File: src/rtl/lbpf_ram.sv
// Generic simple dual-port RAM: one write port, one read port, registered read.
// No dependencies.
`default_nettype none

module lbpf_ram #(
  parameter int WIDTH = 8,
  parameter int DEPTH = 16
) (
  input  wire                                   clk,
  input  wire                                   we,
  input  wire [(DEPTH > 1 ? $clog2(DEPTH) : 1)-1:0] waddr,
  input  wire [WIDTH-1:0]                       wdata,
  input  wire                                   re,
  input  wire [(DEPTH > 1 ? $clog2(DEPTH) : 1)-1:0] raddr,
  output logic [WIDTH-1:0]                      rdata
);

  logic [WIDTH-1:0] mem [DEPTH];

  // Write port
  always_ff @(posedge clk) begin
    if (we) begin
      mem[waddr] <= wdata;
    end
  end

  // Read port; data holds until the next read
  always_ff @(posedge clk) begin
    if (re) begin
      rdata <= mem[raddr];
    end
  end

endmodule

`default_nettype wire

File: config.mk
export PLATFORM = sky130hd
export DESIGN_NAME = lbpf_ram
export DESIGN_NICKNAME = d
export VERILOG_FILES = /design/src/rtl/lbpf_ram.sv
export SDC_FILE = /design/constraint.sdc
export NUM_CORES = 1
export LEC_CHECK = 0
export BUFFER_PORTS_ARGS = -buffer_cell sky130_fd_sc_hd__buf_2
export CELL_PAD_IN_SITES_DETAIL_PLACEMENT = 0
export CELL_PAD_IN_SITES_GLOBAL_PLACEMENT = 1
export CORE_MARGIN = 2
export CORE_UTILIZATION = 55
export DETAILED_ROUTE_END_ITERATION = 8
export GPL_ROUTABILITY_DRIVEN = 0
export HOLD_SLACK_MARGIN = 0.15
export PLACE_DENSITY = 0.82
export REMOVE_ABC_BUFFERS = 1
export SLEW_MARGIN = 15
export SYNTH_ARGS = -nofsm -noshare
export SYNTH_HDL_FRONTEND = slang
export SYNTH_SLANG_ARGS = --single-unit
File: constraint.sdc
create_clock -name clk -period 3.3 [get_ports clk]
set_clock_uncertainty 0.15 [all_clocks]
set_input_delay 0.33 -clock clk [delete_from_list [all_inputs] [get_ports clk]]
set_output_delay 0.33 -clock clk [all_outputs]
set_load 0.01 [all_outputs]
# After elaboration in Yosys (flattened, before gate mapping)
# Memory sizes are Yosys's and may differ from the RTL's. A register that Yosys moved wholly into a read port is not among the register bits.
# Cells that the tools add are included.
# totals
n_memories	1
word_cells	3
rom_bits	0
input_bits	19
reg_bits	0
latchBits	0
ramBits	128
# classes
bitwise_logic	0
add_sub_neg	0
mul	0
shifts	0
mux	2
div_mod_pow	0
reduce_logical	0
order_cmp	0
n_eq_ne	0
# memory_table
name	words	width	read_ports	rd_ports_with_merged_regs	write_ports	line_no	source
mem	16	8	1	1	1	18	logic [WIDTH-1:0] mem [DEPTH];
# ops
cell	count
1-bit 2-to-1 mux	2

# Logic depth before layout (Yosys ltp)
# Gate-level depths: netlist of the first run.
# depth
depth_word	2
ltp_mapped	5

# Least setup slack after synthesis of the first run
# Ideal clock, no wire load.
# synth_timing
path_kind	input -> register
start	input waddr[2] in the netlist's numbering
end	memory mem[0][0] (enable)
n_path_buf	0
arrival_ns	1.440
t_required_ns	2.767
setup_slack_ns	1.327
path_stages	2
setup_ns	0.383
cell_sequence	or3b_2 > nor3_1
# synth_rtl
element	line_no	source
from (decl)	11	input wire [(DEPTH > 1 ? $clog2(DEPTH) : 1)-1:0] waddr,
to (decl)	18	
# No word-level cell before the write port.

==> impl_metrics.env, run 1 <==
export IMPL_met3_usage_pct=5.45
export IMPL_overflow=0
export IMPL_yosys_warnings=0
export IMPL_synthDistinctLibCells=18
export IMPL_synth_most_common_cell="edfxtp_1"
export IMPL_seq_power_share_pct=50.0
export IMPL_total_power_mw=3.92
export IMPL_synthCells=229
export IMPL_ys_top_cells_by_count="edfxtp_1 (136), mux4_2 (18), a22oi_1 (16)"
export IMPL_post_cts_buffers=0
export IMPL_path_class="in -> reg"
export IMPL_grt_met2_usage_pct=32.9
export IMPL_clock_power_share_pct=45.5
export IMPL_wl_per_cell_um=23.1
export IMPL_cts_tree="yes"
export IMPL_grt_usage_pct=20.8
export IMPL_synth_avg_cell_area_um2=22.8
export IMPL_clock_sinks=136
export IMPL_io_buffers=26
export IMPL_drt_pass1_iter_count=4
export IMPL_areaGrowthSynthToFinish_pct=17.5
export IMPL_die_x_um=101
export IMPL_n_fill_cell=578
export IMPL_busiest_layer="met2"
export IMPL_vias=2478
export IMPL_holdBufCountCts=9
export IMPL_hold_path_class="in -> reg"
export IMPL_drc=0
export IMPL_multi_input_area_um2=1060
export IMPL_fin_nets=297
export IMPL_ys_top_cells_by_area="edfxtp_1 (78%), mux4_2 (7.8%), mux4_1 (7.0%), a22oi_1 (2.3%), nor2_1 (0.93%)"
export IMPL_netlist_area_um2=5230
export IMPL_slew_viol_final=0
export IMPL_initial_core_util_pct=56.6
export IMPL_synth_edff_count=136
export IMPL_placeableCoreArea_um2=9240
export IMPL_seq_area_frac_synth_pct=78.1
export IMPL_status="finished, final reports clean"
export IMPL_cp_required_ps=3410
export IMPL_cts_root_buf="clkbuf_8"
export IMPL_htree_levels=4
export IMPL_antenna_found_initial=0
export IMPL_p_sw_share_pct=20.9
export IMPL_tns_ps=0
export IMPL_grt_pass1_wl_um=14500
export IMPL_combPwrFrac_pct=4.5
export IMPL_worst_setup_path_start_kind="input port"
export IMPL_critical_path_arrival_ps=1910
export IMPL_path_max_fanout=19
export IMPL_min_period_over_period_pct=54.4
export IMPL_num_rows=35
export IMPL_wl_um=9700
export IMPL_clkLatencyLatePin_ps=510
export IMPL_p_leak_nw=2.04
export IMPL_ys_ff_latch=136
export IMPL_finalSetupViolCount=0
export IMPL_n_antenna_cell=0
export IMPL_ys_flop_type="edfxtp_1"
export IMPL_drtAntennaViolNets=0
export IMPL_clkTransAtPathRegs_ps=60
export IMPL_utilization_pct=66.5
export IMPL_synthDominantAreaCellType="edfxtp_1"
export IMPL_switchingPower_uw=820
export IMPL_whs_ps=238
export IMPL_slew_headroom_pct=36.9
export IMPL_rsz0062_at_grt="false"
export IMPL_initialDrtViolationCount=208
export IMPL_endpoint_kind="register"
export IMPL_fmax_mhz=557
export IMPL_powerDensity_nw_per_um2=638
export IMPL_cts_inserted_buffers=17
export IMPL_grt_max_degree=33
export IMPL_hold_viol=0
export IMPL_cts_path_max_buffers=2
export IMPL_io_pins=27
export IMPL_die_area_um2=10300
export IMPL_regArea_um2=4080
export IMPL_final_area_um2=6140
export IMPL_use_met1_pct=28.6
export IMPL_tightest_slew_ps=943
export IMPL_synth_top_area_share_pct=78.1
export IMPL_die_h_um=101
export IMPL_vdd_drop_max_mv=0.366
export IMPL_grt_pass1_vias=2503
export IMPL_async_reset_ff_share_pct=0
export IMPL_internal_power_mw=3.10
export IMPL_drv_cap=0
export IMPL_cts_resized=0
export IMPL_placed_cell_area_um2=5480
export IMPL_layout_drive_gt1_share_pct=27.8
export IMPL_fin_crit_ps=1800
export IMPL_vias_per_cell=5.90
export IMPL_dp_hpwl_um=5540
## final timing paths
check	startpoint	end	slack (ps)	cells past startpoint
worst max-delay path	raddr[0]	rdata[2]	1500	5
worst min register to register	mem[5][3]	rdata[3]	600	3
worst min-delay path	waddr[1]	mem[8][6]	240	3
worst max register to register	mem[8][1]	rdata[1]	1580	3
## cell type report
cell class / count / share of cell area, %
timing repair buffer: 40 / 4.40
sequential: 136 / 66.5
clock inverter: 15 / 2.51
tap: 129 / 2.63
multi-input combinational: 83 / 17.2
clock buffer: 17 / 6.74
## layer usage
layer | wire length [µm] | vias up
li1 | - | 1083
met1 | 4130 | 1276
met2 | 4920 | 112
met3 | 541 | 7
met4 | 110 | 0
met5 | 0 | -
## sequential cells by signal, indices dropped and copies added (netlist names)
register / count
mem: 128
rdata: 8
## logic make-up after synthesis
group | after synthesis | synth area share, %
AOI/OAI and AO/OA | 16 | 2.30
DFF | 136 | 78.1
and+or+nand+nor | 35 | 3.14
muxes | 32 | 14.8
buffers and inverters | 10 | 1.65
## worst max-delay path, cell delays in order
cell and delay (ps):
buf_2 380, buf_12 250, mux4_1 580, a22oi_1 270, nand2_1 80
## through the flow
| stage | worst slack (ps) | cells |
|---|---|---|
| 3_5_place_dp | 969 | 379 |
| 5_1_grt | 1430 | 420 |
| 2_1_floorplan | 1330 | 219 |
| 3_3_place_gp | 983 | 379 |
| 4_1_cts | 1490 | 420 |
| 6_report | 1500 | 420 |
## power groups by stage
stage               clock, mW  combinational (mW)  sequential (mW)
floorplan                   0              0.0776             1.99
global placement            0               0.165             1.99
detailed placement          0               0.168             1.99
CTS                      1.80               0.178             1.96
global route             1.86               0.191             1.96
finish                   1.78               0.176             1.96
## cell usage in the layout (no fill, tap or decap)
cell	synthesis	routed
nor2_1	13	13
clkinv_4	0	3
and2b_1	1	1
clkinv_1	0	1
buf_2	3	26
buf_4	1	4
or3b_2	1	1
nor3_1	4	4
mux4_1	14	14
inv_6	0	1
dlygate4sd3_1	0	9
clkbuf_8	0	1
clkinvlp_4	0	6
bufinv_16	0	2
buf_12	0	1
a22oi_1	16	16
edfxtp_1	136	136
nand3b_1	2	2
clkbuf_16	0	16
clkinv_2	0	2
mux4_2	18	18
nand3_1	1	1
nand2_1	9	9
nor2b_1	1	1
nand2b_1	2	2
and2_1	1	1
Power figures use the tool's default switching activity.
==> run 2, diff against run 1 <==
--- a/config.mk
+++ b/config.mk
@@ -9,11 +9,11 @@
 export CELL_PAD_IN_SITES_DETAIL_PLACEMENT = 0
 export CELL_PAD_IN_SITES_GLOBAL_PLACEMENT = 1
 export CORE_MARGIN = 2
-export CORE_UTILIZATION = 55
+export CORE_UTILIZATION = 53
 export DETAILED_ROUTE_END_ITERATION = 8
 export GPL_ROUTABILITY_DRIVEN = 0
 export HOLD_SLACK_MARGIN = 0.15
-export PLACE_DENSITY = 0.82
+export PLACE_DENSITY = 0.8
 export REMOVE_ABC_BUFFERS = 1
 export SLEW_MARGIN = 15
 export SYNTH_ARGS = -nofsm -noshare
==> constraint.sdc (replaced) <==
create_clock -name clk -period 1.8 [get_ports clk]
set_clock_uncertainty 0.15 [all_clocks]
set_input_delay 0.18 -clock clk [delete_from_list [all_inputs] [get_ports clk]]
set_output_delay 0.18 -clock clk [all_outputs]
set_load 0.01 [all_outputs]
==> run 2 against run 1 <==
  * Cell count up 6.7%
  * Sequential share of layout area down 2.9 points
  * Worst hold slack worse by 45 ps
  * Clock-buffer cell count up 3
  * Total power grew 87%
  * Cell area rose by 4.6%
  * Flip-flop and latch count is the same
  * Sequential power grew 83%
  * Combinational power is 110% higher
  * Non-clock buffer count rose by 24
  * Largest cell class unchanged
  * Largest power group unchanged
==> impl_metrics.env, run 2 (same netlist as run 1, synthesis figures left out) <==
export IMPL_worst_setup_path_start_kind="input port"
export IMPL_vias=2540
export IMPL_cts_root_buf="clkbuf_8"
export IMPL_grt_usage_pct=20.8
export IMPL_fin_nets=321
export IMPL_regArea_um2=4080
export IMPL_drc=0
export IMPL_die_x_um=103
export IMPL_path_class="in -> reg"
export IMPL_place_ws_ps=-91.2
export IMPL_overflow=0
export IMPL_fin_crit_ps=1700
export IMPL_cts_inserted_buffers=17
export IMPL_hold_viol=0
export IMPL_path_cells="dlygate4sd3_1 -> nor2_1 -> dlygate4sd3_1 -> buf_6 -> a22oi_2 -> nand2_1"
export IMPL_reg2reg_depth=3
export IMPL_drt_pass1_iter_count=5
export IMPL_total_power_mw=7.34
export IMPL_slowest_delay_ps=580
export IMPL_final_area_um2=6420
export IMPL_post_cts_buffers=0
export IMPL_utilization_pct=66.3
export IMPL_die_h_um=103
export IMPL_critPathBufInv=3
export IMPL_min_period_over_period_pct=94.3
export IMPL_grt_max_degree=25
export IMPL_n_fill_cell=599
export IMPL_slew_viol_final=0
export IMPL_grt_met2_usage_pct=31.9
export IMPL_largest_register="mem"
export IMPL_min_path_cells=5
export IMPL_drtAntennaViolNets=0
export IMPL_antenna_found_initial=0
export IMPL_critical_path_depth=6
export IMPL_critPathTopFamily="buffers and inverters"
export IMPL_placed_cell_area_um2=5650
export IMPL_wl_um=9680
export IMPL_clkLatencyLatePin_ps=510
export IMPL_placeableCoreArea_um2=9680
export IMPL_p_leak_nw=2.20
export IMPL_cts_tree="yes"
export IMPL_critical_path_arrival_ps=1800
export IMPL_final_common_cell="edfxtp_1"
export IMPL_die_area_um2=10700
export IMPL_status="finished, final reports clean"
export IMPL_tightest_slew_ps=414
export IMPL_vias_per_cell=5.67
export IMPL_instances_no_fill=448
export IMPL_clkTransAtPathRegs_ps=60
export IMPL_path_max_fanout=8
export IMPL_setup_slack_ps=103
export IMPL_crit_path_frequent_cell="dlygate4sd3_1"
export IMPL_grt_pass1_wl_um=15100
export IMPL_multi_input_area_um2=1090
export IMPL_n_antenna_cell=0
export IMPL_finalSetupViolCount=0
export IMPL_tns_ps=0
export IMPL_endpoint_kind="register"
export IMPL_drv_cap=0
export IMPL_initial_core_util_pct=54.0
export IMPL_reg_top3="mem x128, rdata x8"
export IMPL_use_met1_pct=29.2
export IMPL_final_cell_mix="edfxtp_1 (136), buf_2 (25), mux4_2 (18), buf_4 (18)"
export IMPL_dp_hpwl_um=6120
export IMPL_fmax_mhz=589
export IMPL_busiest_layer="met2"
export IMPL_powerDensity_nw_per_um2=1140
export IMPL_num_rows=36
export IMPL_met3_usage_pct=6.25
export IMPL_cp_required_ps=1910
export IMPL_io_buffers=26
export IMPL_vdd_drop_max_mv=0.608
export IMPL_initialDrtViolationCount=170
export IMPL_htree_levels=4
export IMPL_placedCellCount=401
export IMPL_hold_path_class="in -> reg"
export IMPL_io_pins=27
export IMPL_slew_headroom_pct=72.4
export IMPL_slowest_stage="dlygate4sd3_1"
export IMPL_areaGrowthSynthToFinish_pct=22.9
export IMPL_wl_per_cell_um=21.6
export IMPL_largest_reg_flops=128
export IMPL_clock_sinks=136
export IMPL_whs_ps=193
export IMPL_grt_pass1_vias=2578
export IMPL_cts_path_max_buffers=2
export IMPL_rsz0062_at_grt="false"
export IMPL_layout_drive_gt1_share_pct=31.4
## run 2: per-layer routing
| layer | vias to the layer above | wire (µm) |
|---|---|---|
| met4 | 0 | 129 |
| met2 | 60 | 4880 |
| met3 | 14 | 357 |
| met1 | 1333 | 4310 |
| met5 | - | 0 |
| li1 | 1133 | - |
## run 2: power by group
group / switching [mW] / total, mW / internal, mW
clock: 1.16 / 3.38 / 2.22
combinational: 0.197 / 0.371 / 0.174
sequential: 0.0193 / 3.59 / 3.57
## run 2: layout make-up
| type | count | share of cell area, % |
|---|---|---|
| Sequential cell | 136 | 63.6 |
| Tap cell | 133 | 2.59 |
| Multi-Input combinational cell | 83 | 16.9 |
| Timing Repair Buffer | 64 | 7.83 |
| Clock inverter | 12 | 2.44 |
| Clock buffer | 20 | 6.62 |
## run 2: final timing paths
check             from       end  slack [ps]
max reg2reg  mem[9][2]  rdata[2]         170
max           raddr[3]  rdata[0]         100
min           raddr[2]  rdata[4]         190
min reg2reg  mem[6][5]  rdata[5]         620
## run 2: worst min-delay path: stages
cell and delay, ps:
buf_2 120, nor2b_1 110, buf_4 190, a22oi_1 100
nand2_1 60
## run 2: what timing repair did
action                                  4_1_cts  5_1_grt
endpoints found under the hold margin       190        8
hold buffers                                 16        1
gates resized for setup                       0        8
endpoints found under the setup margin        0       16
